`src/rtl/cfmm_pkg.sv`:
```
`timescale 1ns / 1ps
`default_nettype none
// ----------------------------------------------------------------------------
// cfmm_pkg
// shared types, codes and widths of the crossfade matrix mixer
// ----------------------------------------------------------------------------
package cfmm_pkg;

  localparam int MAX_CHANNELS_DEF = 16;
  localparam int SAMPLE_BITS      = 16;
  localparam int GAIN_W           = 17;
  localparam int CUR_W            = 33;
  localparam int STEP_W           = 34;
  localparam int ACC_W            = 48;
  localparam int TOT_W            = 32;
  localparam int DIV_N            = 34;
  localparam int IN_TDATA_W       = 48;
  localparam int OUT_TDATA_W      = 40;

  localparam logic [GAIN_W-1:0] UNITY_Q16   = 17'd65536;
  localparam logic [4:0]        RST_CHANNELS = 5'd2;
  localparam logic [15:0]       RST_RAMP     = 16'd4410;

  localparam logic [1:0] OP_SAMPLE = 2'd0;
  localparam logic [1:0] OP_WRITE  = 2'd1;
  localparam logic [1:0] OP_COMMIT = 2'd2;

  localparam logic REG_CHANNELS = 1'b0;
  localparam logic REG_RAMP     = 1'b1;

  typedef enum logic [2:0] {
    ST_CLEAR,
    ST_IDLE,
    ST_CRD,
    ST_CLD,
    ST_CDIV,
    ST_SAMPLE,
    ST_OUT
  } state_t;

  typedef struct packed {
    logic signed [STEP_W-1:0] step;
    logic [GAIN_W-1:0]        target;
    logic [CUR_W-1:0]         cur;
  } gain_word_t;

endpackage
`default_nettype wire

```
`src/rtl/cfmm_div.sv`:
```
`timescale 1ns / 1ps
`default_nettype none
// ----------------------------------------------------------------------------
// cfmm_div
// restoring divider, one quotient bit per cycle, for the ramp step
// ----------------------------------------------------------------------------
module cfmm_div (
  input  wire logic                          clk,
  input  wire logic                          rst,
  input  wire logic                          start,
  input  wire logic [cfmm_pkg::DIV_N-1:0]    dividend,
  input  wire logic [15:0]                   divisor,
  output logic                               done,
  output logic      [cfmm_pkg::DIV_N-1:0]    quotient
);

  logic        busy;
  logic [5:0]  cnt;
  logic [15:0] rem;
  logic [15:0] dsr;
  logic [16:0] sh;

  assign sh = {rem, quotient[cfmm_pkg::DIV_N-1]};

  always_ff @(posedge clk) begin
    if (rst) begin
      busy <= 1'b0;
      done <= 1'b0;
      cnt  <= '0;
    end else begin
      done <= 1'b0;
      if (start) begin
        quotient <= dividend;
        dsr      <= divisor;
        rem      <= '0;
        cnt      <= '0;
        busy     <= 1'b1;
      end else if (busy) begin
        if (sh >= {1'b0, dsr}) begin
          rem      <= 16'(sh - {1'b0, dsr});
          quotient <= {quotient[cfmm_pkg::DIV_N-2:0], 1'b1};
        end else begin
          rem      <= sh[15:0];
          quotient <= {quotient[cfmm_pkg::DIV_N-2:0], 1'b0};
        end
        cnt <= cnt + 6'd1;
        if (cnt == 6'(cfmm_pkg::DIV_N - 1)) begin
          busy <= 1'b0;
          done <= 1'b1;
        end
      end
    end
  end

endmodule
`default_nettype wire

```
`config.mk`:
```
export PLATFORM = sky130hd
export DESIGN_NAME = cfmm_div
export DESIGN_NICKNAME = d
export VERILOG_FILES = /design/src/rtl/cfmm_pkg.sv /design/src/rtl/cfmm_div.sv
export SDC_FILE = /design/constraint.sdc
export NUM_CORES = 1
export LEC_CHECK = 0
export BUFFER_PORTS_ARGS = -buffer_cell sky130_fd_sc_hd__buf_4
export CAP_MARGIN = 10
export CELL_PAD_IN_SITES_DETAIL_PLACEMENT = 0
export CELL_PAD_IN_SITES_GLOBAL_PLACEMENT = 1
export CORE_UTILIZATION = 45
export DETAILED_ROUTE_END_ITERATION = 16
export PLACE_DENSITY_LB_ADDON = 0.1
export SETUP_SLACK_MARGIN = 0.02
export SYNTH_ARGS = -nofsm -noshare
export SYNTH_HDL_FRONTEND = slang
export SYNTH_SLANG_ARGS = --single-unit
```
`constraint.sdc`:
```
create_clock -name clk -period 10.65 [get_ports clk]
set_input_delay 1.5975 -clock clk [delete_from_list [all_inputs] [get_ports clk]]
set_output_delay 1.5975 -clock clk [all_outputs]
set_load 0.03 [all_outputs]
```
Word level (Yosys, flattened, before mapping)
Cells that the tools add are included.
- add/subtract/negate cells: 2
- magnitude comparators: 1
- equality and inequality tests: 1
- muxes and demuxes: 9
- bitwise operators: 2
- reductions and logical operators: 5
- operator list (kind ; count):
    $mux W34 ; 2
    $mux W16 ; 2
    $ge A17 B16 Y1 ; 1
    $sub A16 B16 Y16 ; 1
    $add A6 B1 Y6 const B ; 1
    $eq A6 B6 Y1 const B ; 1
    $mux W1 ; 5
    $reduce_and A2 Y1 ; 2
    $reduce_or A3 Y1 ; 1
    $not A1 Y1 ; 2
    $reduce_bool A2 Y1 ; 1
    $reduce_or A2 Y1 ; 1
- bits in registers: 74
- bits of input ports: 53

Logic depth before layout (Yosys ltp)
Gate-level depths: netlist (run 1).
- depth after elaboration: 4
- mapped depth: 10
- gate-level depth less buffers: 10

Least setup slack after synthesis (run 1)
Ideal clock, no wire load.
- kind: input-to-reg
- start point: in start
- end point: reg quotient[0] in the netlist's numbering, enable pin
- library setup time: 458 ps
- data arrival time: 4273 ps
- path slack: 5919 ps
- stages on the path: 4
- path buffers: 2
- path through: clkbuf_1 > clkbuf_1 > nor2_1 > nor2_1
- word-level cells in the longest chain between the ends: 2
- ends and longest elaborated chain (what ; line ; RTL):
    start: declaration ; cfmm_div.sv:10 ; input wire logic start,
    $reduce_bool A2 Y1 (no source line) ; -- ;
    $reduce_and A2 Y1 (no source line) ; -- ;
    end signal: assignment ; cfmm_div.sv:33 ; quotient <= dividend;
    end signal: assignment ; cfmm_div.sv:41 ; quotient <= {quotient[cfmm_pkg::DIV_N-2:0], 1'b1};
    end signal: assignment ; cfmm_div.sv:44 ; quotient <= {quotient[cfmm_pkg::DIV_N-2:0], 1'b0};
    end: declaration ; cfmm_div.sv:14 ; output logic [cfmm_pkg::DIV_N-1:0] quotient
Every way passes these cells.
A chain may end at the register's enable or synchronous reset.

Worst setup path in the final report (run 1)
- start point: in start
- end point: reg quotient[25] in the netlist's numbering, enable pin
Same word-level chain as after synthesis.

==> results of run 1 <==
==> critical path, cell delays in order <==
cell and delay, ps:
buf_4 490, nor2_1 170, nor2_4 470, buf_4 490
==> path summary, 6_finish.rpt <==
path | start | depth (start not counted) | end
worst max-delay path | start | 4 | quotient[25]$_DFFE_PP_
worst min-delay path | cnt[5]$_SDFFE_PP0P_ | 2 | cnt[5]$_SDFFE_PP0P_
worst max register to register | rem[3]$_SDFFCE_PP0P_ | 8 | rem[12]$_SDFFCE_PP0P_
worst min register to register | cnt[5]$_SDFFE_PP0P_ | 2 | cnt[5]$_SDFFE_PP0P_
==> routing by layer <==
metal,vias to the layer above,track usage [%]
li1,1310,-
met1,1274,23.4
met2,69,28.8
met3,10,6.12
met4,0,7.95
met5,-,0
==> cells by family (layout without fill, tap and decap cells) <==
family                     count (synthesis)  count (layout)
AOI/OAI and AO/OA                         53              53
adders and majority gates                 19              19
muxes                                     42              42
xor gates and xnor gates                  14              14
buffers and inverters                     34             129
and+or+nand+nor                           72              72
DFF                                       74              74
==> registers in the layout, summed over array words and instances (netlist names) <==
signal / flops
done: 1
dsr: 16
rem: 16
quotient: 34
cnt: 6
busy: 1
==> power by group <==
part / total (mW) / switching (mW) / internal (mW) / leakage (nW)
logic: 0.174 / 0.0943 / 0.0800 / 1.15
registers: 0.353 / 0.0106 / 0.343 / 0.695
clock network: 0.194 / 0.104 / 0.0904 / 0.0934
==> through the flow <==
| step | utilization [%] | cells | worst slack [ps] | instance area [um2] | hold WS [ps] |
|---|---|---|---|---|---|
| finish | 58.0 | 508 | 7400 | 4760 | 503 |
| global placement | 55.9 | 492 | 7020 | 4590 | 476 |
| floorplan | - | 308 | 5920 | 3840 | 454 |
| global route | 58.0 | 508 | 7240 | 4760 | 553 |
| CTS | 58.0 | 508 | 7360 | 4760 | 503 |
| detailed placement | 55.9 | 492 | 7000 | 4590 | 486 |
==> cell type report <==
class	instances	area share, %
clock buffer	11	2.97
clock inverter	5	0.631
inverter	24	1.89
multi-input combinational	200	32.7
sequential	74	45.0
tap	105	2.76
timing repair buffer	89	14.0
==> placed cells by master, fill, tap and decap left out, types with 3 or more instances in the layout <==
master and n:
dfxtp_1 8, and2_1 3, nand4_1 3, or3_1 4, mux2i_1 9, buf_4 89
ha_1 18, xor2_1 6, clkbuf_8 10, clkinv_2 3, inv_1 24, mux2_2 33
nor2b_1 5, a211oi_1 6, o21ai_0 9, o21a_1 3, nand2_1 11, and3_1 4
edfxtp_1 66, nor2_1 29, a21oi_1 14, xnor2_1 8, nand3_1 5
==> results.py, run 1 <==
metrics = {
    "critical_path": {
        "r2r_setup_slack_ps": 7690,
        "worstPathRequired_ps": 10650,
        "cp_max_fo": 52,
        "critical_path_arrival_ps": 3250,
        "worstSetupPathType": "in2reg",
        "start_kind": "primary input",
        "worst_setup_path_end_kind": "flop",
    },
    "clock_tree": {
        "cts-htree-levels": 3,
        "cts_max_path_buffers": 2,
        "clock_latency_ps": 340,
        "cts_tree": "built",
        "cts.sinks": 74,
        "cts-buffers-inserted": 9,
        "postCtsSetupBuffers": 0,
        "cts-resized-gates": 0,
        "ctsHoldBuffers": 0,
        "cts-root-buf": "clkbuf_8",
        "cts.clk_slew.worst_paths_ps": 80,
    },
    "synth": {
        "synth_mux_area_share_pct": 12.0,
        "synth_xor_area_share_pct": 3.20,
        "ys_top_cells_by_area": "edfxtp_1, mux2_2, ha_1",
        "syn_inst": 308,
        "syn_area_per_cell_um2": 12.5,
        "synth_edf_count": 66,
        "synth_top_family_by_area": "multiplexers",
        "synth_common_cells": "edfxtp_1, mux2_2, nor2_1",
        "synth_simple_gate_area_share_pct": 9.03,
        "syn_area_um2": 3840,
        "synth-async-reset-ratio_pct": 0,
        "synth_compound_area_share_pct": 9.78,
        "ys_warn_count": 0,
        "yosys.area_share.adder_pct": 6.39,
        "ys_seq_elements": 74,
        "synth_most_common_cell": "edfxtp_1",
        "netlist.area_leader.share_pct": 51.7,
        "synth_area_leader_cell": "edfxtp_1",
        "synth_cell_types": 44,
        "yosys_most_used_dff": "edfxtp_1",
        "ys_seq_area_share_pct": 55.8,
        "synth_fp_nets": 380,
    },
    "floorplanning": {
        "num_io_pins": 88,
        "rows": 33,
        "die_area_um2": 8900,
        "die_w_um": 94.3,
        "die_h_um": 94.3,
        "start_util_pct": 46.7,
        "core_area_um2": 8220,
    },
    "flow_run": {
        "cap_viol_max_count": 0,
    },
    "sta": {
        "fmaxAchievable_ghz": 0.308,
        "min_period_ps": 3250,
        "hold_violations": 0,
        "finClkSkew_ps": 6.29,
        "setup_viol": 0,
        "setup_tns_ps": 0,
        "post-route-period-util_pct": 30.5,
        "tightest_slew_ps": 791,
        "slew_violations": 0,
        "rsz0062_at_grt": "no",
        "slew_headroom_pct": 47.1,
    },
    "drt": {
        "wl_mm": 7.61,
        "first_iter_violations": 112,
        "dr_wl_met2_mm": 3.48,
        "via_per_inst": 5.24,
        "highest_layer": "met4",
        "wire_per_inst_um": 15.0,
        "drt_pass1_iterations": 4,
        "wl_met1_mm": 3.48,
        "route.met3.wl_um": 542,
        "ant_nets": 0,
        "drc": 0,
        "vias": 2663,
    },
    "status": {
        "status": "finished clean",
    },
    "finish": {
        "regArea_um2": 2140,
        "multi_input_area_um2": 1560,
        "num-fill-cells": 727,
        "nNetsFinal": 470,
        "antenna_cells": 0,
        "drive_gt1_share_pct": 36.7,
        "syn_to_final_growth_pct": 24.1,
    },
    "min_path": {
        "hold_class": "reg2reg",
    },
    "power_and_ir_drop": {
        "p_total_mw": 0.722,
        "peakVddDrop_v": 0.0000922,
        "power.density_nw_per_um2": 152,
        "p_leak_nw": 1.94,
    },
    "global_routing": {
        "grt_max_degree": 53,
        "grt_usage_pct": 18.5,
        "grt_pass1_wl_mm": 12.5,
        "grt_antenna_before_repair": 0,
        "grt_pass1_vias": 2653,
        "grt-ovfl-total": 0,
    },
    "place": {
        "place_congestion": 0.754,
        "port_buffers": 87,
        "hpwl_mm": 5.30,
    },
}
(Power assumes the default switching activity.)
==> run 2, diff against run 1 <==
Settings changed: CORE_UTILIZATION 45 to 43.
Clock period 10.65 ns to 3.1 ns, I/O delays scaled along.
==> run 2 against run 1 <==
Clock skew up 5.8 ps. Critical path depth up 5. Total power rose to 3.6 times the previous value. Count of clock-buffer cells in the layout up 1. Critical endpoint is now rem[11]$_SDFFCE_PP0P_. Sequential share of layout area down 0.74 points. Worst setup slack worse by 7100 ps. Worst hold slack worse by 210 ps. Largest power group unchanged. First-iteration DRC count down 21%. Design area up 1.7%. Clock power rose to 4.0 times the previous value. Die area up 4.5%.
==> results.py, run 2 (synthesized netlist as in run 1, its figures left out) <==
metrics = {
    "sta": {
        "tightest_slew_ps": 605,
        "whs_ps": 288,
        "setup_tns_ps": 0,
        "setup_viol": 0,
        "min_period_ps": 2790,
        "slew_headroom_pct": 59.7,
        "slew_violations": 0,
        "finClkSkew_ps": 12.1,
        "fmaxAchievable_ghz": 0.358,
        "post-route-period-util_pct": 90.0,
        "hold_violations": 0,
        "rsz0062_at_grt": "no",
    },
    "clock_tree": {
        "clock_latency_ps": 350,
        "cts_tree": "built",
        "postCtsSetupBuffers": 0,
        "cts.clk_slew.worst_paths_ps": 90,
        "cts-root-buf": "clkbuf_8",
        "ctsHoldBuffers": 0,
        "cts.sinks": 74,
        "cts-buffers-inserted": 9,
        "cts-resized-gates": 0,
        "cts-htree-levels": 3,
        "cts_max_path_buffers": 2,
    },
    "place": {
        "placed_area_um2": 4640,
        "port_buffers": 87,
        "place_congestion": 0.884,
        "hpwl_mm": 5.89,
    },
    "finish": {
        "nNetsFinal": 474,
        "final_cell_area_um2": 4840,
        "syn_to_final_growth_pct": 26.2,
        "top_register": "quotient",
        "largest_register_ffs": 34,
        "top_regs": "quotient: 34 flops, dsr: 16 flops, rem: 16 flops",
        "drive_gt1_share_pct": 37.3,
        "layout_common_cells": "buf_4, edfxtp_1, mux2_2",
        "mostFrequentLayoutCell": "buf_4",
        "final_core_util_pct": 55.8,
        "antenna_cells": 0,
    },
    "drt": {
        "vias": 2660,
        "ant_nets": 0,
        "wire_per_inst_um": 15.5,
        "via_per_inst": 5.17,
        "drt_pass1_iterations": 4,
        "drc": 0,
        "wl_mm": 8.00,
        "first_iter_violations": 89,
    },
    "critical_path": {
        "critical_path_arrival_ps": 2890,
        "worstPathRequired_ps": 3200,
        "cp_slowest_stage_delay_ps": 430,
        "cp_cell_sequence": "ha_1, a21oi_1, nand2_1, or3_1, and2_4, a21oi_4, buf_4, or2_1, o21ai_1",
        "cp_max_fo": 11,
        "worstSetupPathType": "reg2reg",
        "slowest_stage": "edfxtp_1",
        "start_kind": "flop",
        "worst_setup_path_end_kind": "flop",
    },
    "floorplanning": {
        "die_h_um": 96.5,
        "start_util_pct": 44.2,
        "core_area_um2": 8680,
        "num_io_pins": 88,
        "rows": 34,
        "die_w_um": 96.5,
        "die_area_um2": 9300,
    },
    "global_routing": {
        "grt_usage_pct": 18.7,
        "grt_max_degree": 51,
        "grt_pass1_wl_mm": 12.8,
        "grt_pass1_vias": 2674,
        "grt-ovfl-total": 0,
        "grt_antenna_before_repair": 0,
    },
    "power_and_ir_drop": {
        "peakVddDrop_v": 0.000284,
        "p_int_mw": 1.88,
        "combPwrFrac_pct": 23.4,
        "power.density_nw_per_um2": 539,
        "switching_share_pct": 28.1,
        "pwr-share-clk_pct": 30.0,
        "power.switching_mw": 0.734,
        "seqPwrFrac_pct": 46.6,
        "p_leak_nw": 1.97,
    },
    "min_path": {
        "hold_class": "in2reg",
    },
    "status": {
        "status": "finished clean",
    },
    "flow_run": {
        "cap_viol_max_count": 0,
    },
}
run 2: cell count changes in the layout (fill, tap and decap cells not counted), sizes merged:
cell | before | now
buf | 89 | 93
clkinvlp | 0 | 2
bufinv | 0 | 1
clkinv | 4 | 1
clkbuf | 11 | 12
inv | 25 | 24
run 2: routing by layer:
layer | wire [um] | GRT usage, % | vias to the layer above
li1 | - | - | 1326
met1 | 3710 | 24.3 | 1251
met2 | 3570 | 28.3 | 73
met3 | 586 | 6.34 | 10
met4 | 129 | 7.97 | 0
met5 | 0 | 0 | -
run 2: critical path: cells and delay by family, from the launching register on:
kind,cells,cell delay [ps]
fa+ha+maj,1,390
compound gates,3,730
buf+inv,1,230
flops,1,430
simple gates,4,770
run 2: area by class of cell:
class | instances | area [um2]
fill | 779 | 3840
sequential | 74 | 2140
multi-input combinational | 200 | 1560
timing repair buffer | 93 | 711
clock buffer | 12 | 155
tap | 108 | 135
inverter | 24 | 90.1
clock inverter | 4 | 50.0
run 2: final timing paths:
path / start / endpoint / slack (ps) / depth (start not counted)
min reg2reg: cnt[5]$_SDFFE_PP0P_ / cnt[5]$_SDFFE_PP0P_ / 490 / 2
max: rem[5]$_SDFFCE_PP0P_ / rem[11]$_SDFFCE_PP0P_ / 310 / 9
max reg2reg: rem[5]$_SDFFCE_PP0P_ / rem[11]$_SDFFCE_PP0P_ / 310 / 9
min: divisor[1] / dsr[1]$_DFFE_PP_ / 290 / 1
run 2: power groups by stage:
stage | registers, mW | logic (mW) | clock network, mW
floorplan | 1.28 | 0.377 | 0
global placement | 1.24 | 0.612 | 0
detailed placement | 1.24 | 0.613 | 0
CTS | 1.22 | 0.617 | 0.793
global route | 1.23 | 0.676 | 0.835
finish | 1.22 | 0.612 | 0.783
run 2: through the flow:
stage / total power, mW / instances / setup WS [ps]
2_1_floorplan: 1.66 / 308 / 327
3_3_place_gp: 1.85 / 499 / 279
3_5_place_dp: 1.85 / 499 / 298
4_1_cts: 2.63 / 515 / 288
5_1_grt: 2.74 / 515 / 142
6_report: 2.61 / 515 / 309
