File: config.mk
export PLATFORM = sky130hd
export DESIGN_NAME = cfmm_ram
export DESIGN_NICKNAME = d
export VERILOG_FILES = /design/src/rtl/cfmm_ram.sv
export SDC_FILE = /design/constraint.sdc
export NUM_CORES = 1
export LEC_CHECK = 0
export BUFFER_PORTS_ARGS = -buffer_cell sky130_fd_sc_hd__buf_2
export CORE_UTILIZATION = 60
export CTS_BUF_LIST = sky130_fd_sc_hd__clkbuf_8 sky130_fd_sc_hd__clkbuf_16
export CTS_CLUSTER_DIAMETER = 30
export DETAILED_ROUTE_END_ITERATION = 6
export GPL_ROUTABILITY_DRIVEN = 0
export GPL_TIMING_DRIVEN = 0
export HOLD_SLACK_MARGIN = 0.08
export PLACE_DENSITY = 0.85
export SLEW_MARGIN = 20
export SYNTH_ARGS = -nofsm -noshare
export SYNTH_HDL_FRONTEND = slang
export SYNTH_SLANG_ARGS = --single-unit
File: constraint.sdc
create_clock -name clk -period 3.35 [get_ports clk]
set_input_delay 0.335 -clock clk [delete_from_list [all_inputs] [get_ports clk]]
set_output_delay 0.335 -clock clk [all_outputs]
set_load 0.02 [all_outputs]
File: src/rtl/cfmm_ram.sv
`timescale 1ns / 1ps
`default_nettype none
// ----------------------------------------------------------------------------
// cfmm_ram
// generic one-write one-read ram with registered read data
// ----------------------------------------------------------------------------
module cfmm_ram #(
  parameter int WIDTH = 8,
  parameter int DEPTH = 16
) (
  input  wire logic                                      clk,
  input  wire logic                                      we,
  input  wire logic [((DEPTH > 1) ? $clog2(DEPTH) : 1)-1:0] waddr,
  input  wire logic [WIDTH-1:0]                          wdata,
  input  wire logic [((DEPTH > 1) ? $clog2(DEPTH) : 1)-1:0] raddr,
  output logic      [WIDTH-1:0]                          rdata
);

  logic [WIDTH-1:0] mem [DEPTH];

  always_ff @(posedge clk) begin
    if (we) begin
      mem[waddr] <= wdata;
    end
    rdata <= mem[raddr];
  end

endmodule
`default_nettype wire

### Word-level counts from Yosys, hierarchy flattened

Memories as Yosys holds them, arrays and structs flattened. A register that Yosys moved wholly into a read port is not among the register bits.
Index checks and enable logic that the tools add are counted.
Widths: inputs -> output; s select.

| operators by class | value |
|---|---|
| order comparisons | 0 |
| bitwise logic cells | 0 |
| mux-type cells | 2 |
| equal/unequal tests | 0 |
| reduce and logical (&&, ||, !) cells | 0 |
| multipliers | 0 |
| add/subtract/negate cells | 0 |
| div/mod/pow operators | 0 |
| shift operators | 0 |

Operator list:

| kind | count |
|---|---|
| $mux 1 | 2 |

| word-level totals | value |
|---|---|
| latch bits | 0 |
| output and inout port bits | 8 |
| memories | 1 |
| ROM bits | 0 |
| input port bits | 18 |
| RAM bits | 128 |
| word-level logic and storage cells | 3 |
| bits in registers | 0 |

Memories:

| name | words | bits a word | rd ports | clocked after Yosys merged registers in | write ports | RTL line | RTL |
|---|---|---|---|---|---|---|---|
| mem | 16 | 8 | 1 | 1 | 1 | 19 | `logic [WIDTH-1:0] mem [DEPTH];` |

### Longest topological paths before layout

Gate-level depths: netlist of run 1.

| depth | value |
|---|---|
| depth after elaboration | 2 |
| mapped depth | 5 |
| gate-level depth less buffers | 3 |

### Worst setup path after synthesis of run 1

Ideal clock, no wire load.

| timing path | value |
|---|---|
| path type | input port to flip-flop |
| start | in waddr[2] in the netlist's numbering |
| end | mem mem[0][0] (enable) |
| path buffers | 0 |
| data required time | 2967 ps |
| setup time | 383 ps |
| arrival | 1445 ps |
| stages | 2 |
| setup slack | 1522 ps |
| path through | or3b_2 -> nor3_1 |

RTL lines:

| element | RTL line | RTL |
|---|---|---|
| from (decl) | 13 | `input wire logic [((DEPTH > 1) ? $clog2(DEPTH) : 1)-1:0] waddr,` |
| to (decl) | 19 |  |

No word-level cell before the write port.

### Worst setup path in the final report of run 1

| timing path | value |
|---|---|
| start | in waddr[2] in the netlist's numbering |
| end | mem mem[2][5] (enable) |

No word-level cell before the write port.

==> metrics, run 1 <==
Levels on crit path 3; fraction of power spent switching nets 19.88%; Finish-stage setup viols 0; Final #Nets 290; maxcap violations 0; Skew-Pair Late Insertion Delay 510 ps; drt initial violations 323; Post-synth EDFFs 128; Die Area 0.008954 mm²; Top delay family on crit path simple AND/OR/NAND/NOR gates; initial antenna violation count 0; period utilisation layout 45.35%; First-pass DRT Iterations 5; first-pass GRT wire length 14.45 mm; routed length per instance 25.36 µm; register area share after synthesis 77.78%; Max Fclk 0.6583 GHz; reg2reg path depth 3; Chip Width 94.63 µm; clk_skew 9.260 ps; Cell Rows 33; Commonest cells post-synth edfxtp_1 (128), mux4_2 (18), a22oi_1 (16), mux4_1 (14), nor2_1 (13); Power Density 645.9 mW/mm²; Rel. slew slack 43.84%; Primary FF master, synth edfxtp_1; Worst Setup SP waddr[2]; RSZ-0062 raised after global routing no; Async SR Flop Fraction 0%; minimum setup slack among reg-to-reg paths 1900 ps; XOR/XNOR share of the synthesized area 0%; status finished, final reports clean; Fin. Hold Viols 0; DRC 0; Synth Area per Inst 22.48 µm²; worst r2r src mem[5][2]; GRT Overall Usage 24.44%; Design Area, Final 0.005995 mm²; Worst Setup End Kind flip-flop; Initial Util 62.33%; Internal 3.102 mW; slowest stage delay, CP 650 ps; post-placement cell area 0.005414 mm²; Die Y-Extent 94.63 µm; vias in the first global route 2,395; CTS hold repair buffers 0; largest net degree at the start of global routing 17; area share of the largest cell type after synthesis 74.67%; adder-cell share of the synthesized area 0%; warnings from Yosys 0; H-tree lvl count 4; setup_tns 0 ps; hpwl dp 6.019 mm; Hold Crit Class in -> reg; Clk network pwr share 45.6%; ANT nets after route 0; grt total ovfl 0; VDD IR-drop max 333.5 µV; share of layout cells above drive strength 1 30.18%; Crit-path slowest cell nor2_1; Area Growth Syn to Fin 16.46%; Total Wirelength 9.892 mm; Buf/Inv on CP 1; crit-path max FO 8; vias per cell 6.374; root buffer cell clkbuf_8; fin crit period 1519 ps; number of synthesized register bits 136; IO Count 26; simple-gate portion of the synthesized area 3.184%; crit-path cells buf_2 > or3b_2 > nor2_1; Slew Limit Fails 0; hold slack 215.9 ps; CTS tree built; Comb pwr share 5.0%; CP Class in -> reg; worst-case clock buffer depth 2; largest family of logic cells by synthesized area multiplexers; Yosys top cell by area edfxtp_1; Post-Syn Area 0.005147 mm²; Worst setup endpoint mem[2][5]; Synth Area in Compound Gates 2.333%; worst-margin pin slew 839.3 ps; syn nets 247; Flop pwr share 49.4%; # diodes 0; number of I/O port buffers 24; DR vias 2,486; post-synthesis cell type count 19; most instantiated library cell after synthesis edfxtp_1; Clock transition at path regs 60 ps; Arr. time, crit path 1650 ps; Psw 0.7696 mW; Req. time, crit path 3490 ps; largest cells by area after synthesis edfxtp_1 (75%), mux4_2 (7.9%), mux4_1 (7.1%), dfxtp_1 (3.1%), a22oi_1 (2.3%); Setup crit start kind input port; CTS Buf Count 17; LEAKAGE 2.037 nW; CTS sink cnt 136; Core Footprint 0.008258 mm²; Synth Instances 229; r2r endpoint rdata[2]; # Post-CTS Setup Buffers 0; post-cts gate resize count 0; mux contribution to synthesized area 15.02%
worst reg2reg max path: stages (launching register included):
cell and delay (ps):
edfxtp_1 400, mux4_1 580, a22oi_1 250, nand2_1 100
metrics by stage:
step	instances	utilization, %	power (mW)	worst slack, ps
final	390	72.59	3.872	1831
after global placement	358	65.38	2.127	997.2
after CTS	390	72.53	3.878	1821
after floorplan	229	-	2.056	1522
after detailed placement	358	65.56	2.139	1320
after global routing	390	72.59	3.960	1767
cells by family after synthesis:
group	count (synthesis)
flops	136
buf+inv	10
mux	32
simple gates	35
compound gates	16
cells in the final DEF, fill, tap and decap left out:
cell,synthesis,final
a22oi_1,16,16
dfxtp_1,8,8
buf_2,3,27
and2b_1,1,1
mux4_2,18,18
clkdlybuf4s25_2,3,3
nand2_1,9,9
clkbuf_16,0,16
or3b_2,1,1
nor2_1,13,13
nor3_2,0,4
mux4_1,14,14
inv_1,0,3
buf_4,1,1
edfxtp_1,128,128
nand3b_1,2,2
buf_6,3,3
clkinvlp_4,0,2
and2_1,1,1
bufinv_16,0,2
nand2b_1,2,2
nor2b_1,1,1
nand3_1,1,1
clkbuf_8,0,5
clkinv_2,0,4
routing by layer:
layer,wire length (µm),vias to the layer above,track usage (%)
li1,-,1062,-
met1,3928,1254,36.19
met2,4927,154,35.97
met3,867,16,5.314
met4,169,0,10.23
met5,0,-,0
power by group through the flow:
| stage | Combinational [mW] | Sequential [mW] | Clock (mW) |
|---|---|---|---|
| after global routing | 0.206 | 1.92 | 1.84 |
| after CTS | 0.194 | 1.91 | 1.77 |
| after detailed placement | 0.192 | 1.95 | 0 |
| after floorplan | 0.0966 | 1.96 | 0 |
| after global placement | 0.184 | 1.94 | 0 |
| final | 0.194 | 1.91 | 1.76 |
state kept, by name, indices dropped and copies added (netlist names):
signal	count
mem	128
rdata	8
how the worst min path moves through the flow:
stage | cells after the start | slack, ps | start | end
global placement | 3 | 650 | mem[11][3] | rdata[3]
finish | 1 | 220 | wdata[7] | mem[0][7]
global route | 1 | 210 | wdata[7] | mem[0][7]
CTS | 1 | 200 | wdata[5] | mem[12][5]
detailed placement | 3 | 670 | mem[9][3] | rdata[3]
floorplan | 0 | 430 | wdata[0] | mem[0][0]
layout make-up:
cell class,instances,area [µm²]
fillers,451,2263
clock inverters,11,106.4
plain buffers,10,86.33
multi-input cells,83,1077
flip-flops and latches,136,4004
clock buffers,21,469.2
repair buffers,24,120.1
well taps,105,131.4
Power figures use the tool's default switching activity.
==> run 2, diff against run 1 <==
Clock period 3.35 ns to 1.5 ns, I/O delays scaled along.
==> run 2 against run 1 <==
- final area increased by 2.8%
- setup slack got worse by 1800 ps
- critical path type is now reg -> reg
- combinational power rose by 130%
- sequential power grew 120%
- via count increased by 3.1%
- register-to-register slack got worse by 1800 ps
- clock skew fell by 2.0 ps
- global-route usage up 1.4 points
- sequential cell count is the same
- hold slack got worse by 57 ps
==> metrics, run 2 (same netlist as run 1, synthesis figures left out) <==
worst-margin pin slew 785.1 ps (-54.18 ps); CTS sink cnt 136 (unchanged); grt total ovfl 0 (unchanged); root buffer cell clkbuf_8; Setup crit start kind flip-flop; crit-path cells mux4_1 > a22oi_1 > nand2_1; maxcap violations 0 (unchanged); Final #Nets 298 (+2.8%); Die Area 0.008954 mm² (unchanged); Final Power 9.364 mW (+140%); Initial Util 62.33% (unchanged); Slew Limit Fails 0 (unchanged); Skew-Pair Late Insertion Delay 520 ps (about the same); Rel. slew slack 47.46% (+3.6 points); Fill cells 451 (unchanged); register name with the most flops mem; Area Growth Syn to Fin 19.76%; worst hold endpoint mem[4][1]; Finish-stage setup viols 0 (unchanged); share of layout cells above drive strength 1 30.38% (+0.20 points); Largest register FFs 128 (unchanged); Chip Width 94.63 µm (unchanged); Power Density 1519 mW/mm² (+140%); GRT Overall Usage 25.83% (+1.4 points); Largest regs mem x128, rdata x8; status finished, final reports clean; Top delay family on crit path multiplexers; CTS tree built; commonest non-fill, non-tap cells in the layout edfxtp_1 (128), buf_2 (27), mux4_2 (18); post-route worst setup slack 61.95 ps (-1769 ps); Worst Setup End Kind flip-flop; Hold Crit Class in -> reg; initial antenna violation count 0 (unchanged); worst-case clock buffer depth 2 (unchanged); number of I/O port buffers 24 (unchanged); # diodes 0 (unchanged); vias in the first global route 2,467 (+3.0%); Hold Crit Start waddr[1]; crit-path max FO 1 (-7); Design Area, Final 0.006165 mm² (+2.8%); Die Y-Extent 94.63 µm (unchanged); commonest non-fill, non-tap cell in the layout edfxtp_1; Non-Filler Instances 398 (+2.1%); hold slack 159.3 ps (-56.52 ps); hpwl dp 5.993 mm (-0.43%); Clock transition at path regs 60 ps (about the same); Req. time, crit path 1890 ps (-1600 ps); Max Fclk 0.6954 GHz; CTS Buf Count 17 (unchanged); vias per cell 6.437 (+0.99%); slowest stage delay, CP 540 ps (-110 ps); DRC 0 (unchanged); routed length per instance 25.69 µm (+1.3%); first-pass GRT wire length 15.06 mm (+4.2%); Total Wirelength 10.22 mm (+3.4%); ANT nets after route 0 (unchanged); clk_skew 7.259 ps (-2.001 ps); minimum setup slack among reg-to-reg paths 60 ps (-1840 ps); DR vias 2,562 (+3.1%); reg2reg path depth 3 (unchanged); LEAKAGE 2.090 nW (+2.6%); IO Count 26 (unchanged); Core Footprint 0.008258 mm² (unchanged); largest net degree at the start of global routing 17 (unchanged); RSZ-0062 raised after global routing no; r2r endpoint rdata[4]; hold depth 2 (+1); VDD IR-drop max 959.9 µV (+190%); H-tree lvl count 4 (unchanged); CP Class reg -> reg; fin crit period 1438 ps; worst r2r src mem[9][4]; drt initial violations 301 (-6.8%); Buf/Inv on CP 0 (-1); DP Cell Count 358 (unchanged); Crit-path slowest cell mux4_1; Fin. Hold Viols 0 (unchanged); post-placement cell area 0.005414 mm² (unchanged); Arr. time, crit path 1830 ps (+180 ps); Cell Rows 33 (unchanged); First-pass DRT Iterations 5 (unchanged); pre-CTS setup slack -299.3 ps (-1620 ps); period utilisation layout 95.87%
-- run 2: changes by cell type in the layout (fill, tap and decap cells not counted) --
cell	delta
a22oi_2	+1
clkinv_1	+1
a22oi_1	-1
inv_1	-3
bufinv_16	+4
clkinv_2	-3
clkinvlp_4	+1
clkbuf_8	-4
dlygate4sd3_1	+8
inv_6	+4
-- run 2: layout make-up --
class / count / area (µm²) / share of cell area [%]
Sequential cell: 136 / 4004 / 64.95
Clock inverter: 15 / 246.5 / 3.998
Tap cell: 105 / 131.4 / 2.131
Clock buffer: 17 / 414.1 / 6.718
Buffer: 10 / 86.33 / 1.400
Timing Repair Buffer: 32 / 200.2 / 3.247
Multi-Input combinational cell: 83 / 1082 / 17.56
-- run 2: worst max path at each step --
stage,to,cells after the start,start,slack [ps]
after floorplan,mem[3][0],2,waddr[2],80
after global placement,mem[8][1],3,waddr[2],-410
after global routing,rdata[5],3,mem[0][5],40
final,rdata[4],3,mem[9][4],60
after detailed placement,mem[2][2],3,waddr[2],-300
after CTS,rdata[0],3,mem[1][0],60
-- run 2: worst register-to-register path, cell delays in order, from the launching register on --
cell,delay (ps)
edfxtp_1,380
mux4_1,540
a22oi_1,300
nand2_1,100
-- run 2: repair_timing --
item | 4_1_cts | 5_1_grt
setup endpoints to repair | 1 | 0
setup buffers | 0 | 0
endpoints found under the hold margin | 128 | 0
hold buffers | 8 | 0
resized for setup | 1 | 0
-- run 2: report_power, final --
group	switching (mW)	total [mW]	internal, mW	leakage, nW
Clock	1.59	4.64	3.05	0.313
Sequential	0.0233	4.27	4.25	1.22
Combinational	0.272	0.455	0.184	0.553
Total	1.88	9.36	7.48	2.09
-- run 2: routing by layer --
| layer | wire, µm | global-route usage (%) | part of all wire (%) | vias up |
|---|---|---|---|---|
| met3 | 813 | 7.166 | 8.0 | 22 |
| met2 | 4981 | 38.43 | 49 | 149 |
| met5 | 0 | 0 | 0 | - |
| met1 | 4196 | 36.89 | 41 | 1310 |
| li1 | - | - | - | 1081 |
| met4 | 233 | 10.35 | 2.3 | 0 |
-- run 2: metrics by stage --
stage               TNS (ps)  util [%]
global route               0     74.65
detailed placement    -14270     65.56
global placement      -17100     65.44
CTS                        0     74.59
floorplan                  0         -
finish                     0     74.65
==> run 3, diff against run 2 <==
Settings changed: CORE_UTILIZATION 60 to 50, PLACE_DENSITY 0.85 to 0.74.
==> run 3 against run 2 <==
- sequential share of layout area about the same
- count of clock-buffer cells in the layout unchanged
- routed wire length shrank 6.5%
- via count decreased by 5.4%
- final area is essentially flat
- non-clock buffer count grew 1
- final cell count increased by 7.3%
- highest routed layer unchanged
==> metrics, run 3 (same netlist as run 1, synthesis figures left out) <==
First-pass DRT Iterations 4 (-1); Hold Crit Class in -> reg; Max Fclk 0.7059 GHz (+1.5%); LEAKAGE 2.077 nW (-0.63%); GRT Max-Usage Layer met2; # diodes 0 (unchanged); hpwl dp 5.783 mm (-3.5%); Arr. time, crit path 1820 ps (about the same); Area Growth Syn to Fin 19.71% (about the same); share of layout cells above drive strength 1 29.93% (-0.44 points); DRC 0 (unchanged); period utilisation layout 94.44% (-1.4 points); Hold Crit Start raddr[0]; Core Footprint 0.009864 mm² (+19%); Final #Nets 299 (+0.34%); Skew-Pair Late Insertion Delay 520 ps (about the same); grt met3 use 5.511% (-1.7 points); CTS tree built; Power Density 1441 mW/mm² (-5.1%); drt initial violations 188 (-38%); Worst Setup SP raddr[1]; initial antenna violation count 0 (unchanged); CTS Buf Count 17 (unchanged); register name with the most flops mem; vias in the first global route 2,341 (-5.1%); CTS sink cnt 136 (unchanged); Initial Util 52.18% (-10 points); routed length per instance 22.40 µm (-13%); Non-Filler Instances 427 (+7.3%); Final Power 8.882 mW (-5.1%); hold slack 121.3 ps (-38.06 ps); commonest non-fill, non-tap cell in the layout edfxtp_1; status finished, final reports clean; commonest non-fill, non-tap cells in the layout edfxtp_1 (128), buf_2 (24), mux4_2 (18); Die Y-Extent 103.5 µm (+9.3%); vias per cell 5.674 (-12%); Clock transition at path regs 60 ps (about the same); crit-path max FO 10 (+9); Chip Width 103.5 µm (+9.3%); number of I/O port buffers 24 (unchanged); root buffer cell clkbuf_8; Worst Setup End Kind flip-flop; maxcap violations 0 (unchanged); RSZ-0062 raised after global routing no; VDD IR-drop max 759.7 µV (-21%); first-pass GRT wire length 13.98 mm (-7.1%); Largest regs mem x128, rdata x8; met1 Use GR 29.53% (-7.4 points); GRT Overall Usage 20.44% (-5.4 points); # Post-CTS Setup Buffers 0 (unchanged); Rel. slew slack 46.84% (-0.62 points); Slew Limit Fails 0 (unchanged); grt total ovfl 0 (unchanged); Req. time, crit path 1900 ps (about the same); Largest register FFs 128 (unchanged); worst-case clock buffer depth 2 (unchanged); Fin. Hold Viols 0 (unchanged); CP Class in -> reg; worst r2r src mem[11][0]; Finish-stage setup viols 0 (unchanged); IO Count 26 (unchanged); ANT nets after route 0 (unchanged); fin crit period 1417 ps (-21.39 ps); Die Area 0.01071 mm² (+20%); worst-margin pin slew 794.4 ps (+9.251 ps); Setup crit start kind input port; Total Wirelength 9.564 mm (-6.5%); largest net degree at the start of global routing 17 (unchanged); Cell Rows 36 (+9.1%); DP Cell Count 386 (+7.8%); H-tree lvl count 4 (unchanged); met2 usage 29.55% (-8.9 points); clk_skew 10.85 ps (+3.587 ps); DR vias 2,423 (-5.4%)
run 3: worst paths after layout:
kind	to	slack [ps]	depth (start not counted)
worst max-delay path	rdata[0]	80	6
worst min-delay path	rdata[0]	120	4
worst max register to register	rdata[0]	90	3
worst min register to register	rdata[2]	690	3
run 3: power breakdown:
group | switching, mW | total, mW | internal, mW
registers | 0.0196 | 4.27 | 4.25
clock network | 1.49 | 4.16 | 2.67
logic | 0.265 | 0.454 | 0.188
run 3: what timing repair did:
| item | 4_1_cts | 5_1_grt |
|---|---|---|
| setup endpoints to repair | 0 | 4 |
| hold buffers | 9 | 0 |
| resized for setup | 0 | 5 |
| hold endpoints to repair | 129 | 0 |
run 3: area by class of cell:
class	count	area (µm²)
timing repair buffer	33	210.2
tap	133	166.4
clock buffer	17	414.1
sequential	136	4004
multi-input combinational	83	1087
fill	681	3702
clock inverter	15	186.4
buffer	10	93.84
run 3: stage by stage:
stage	util, %	TNS, ps	worst slack [ps]	cell area [µm²]
2_1_floorplan	-	0	83.85	5152
3_3_place_gp	55.14	-18530	-412.6	5439
3_5_place_dp	55.24	-15270	-330.9	5449
4_1_cts	62.24	0	26.88	6140
5_1_grt	62.47	0	23.28	6162
6_report	62.47	0	83.34	6162
run 3: worst max-delay path: stages:
cell	delay, ps
dlygate4sd3_1	520
buf_2	150
clkbuf_4	250
mux4_2	360
a22oi_1	300
nand2_1	80
run 3: per-layer routing:
layer / wire length (µm) / vias to the layer above
li1: - / 1081
met1: 4257 / 1242
met2: 4565 / 88
met3: 577 / 12
met4: 164 / 0
met5: 0 / -
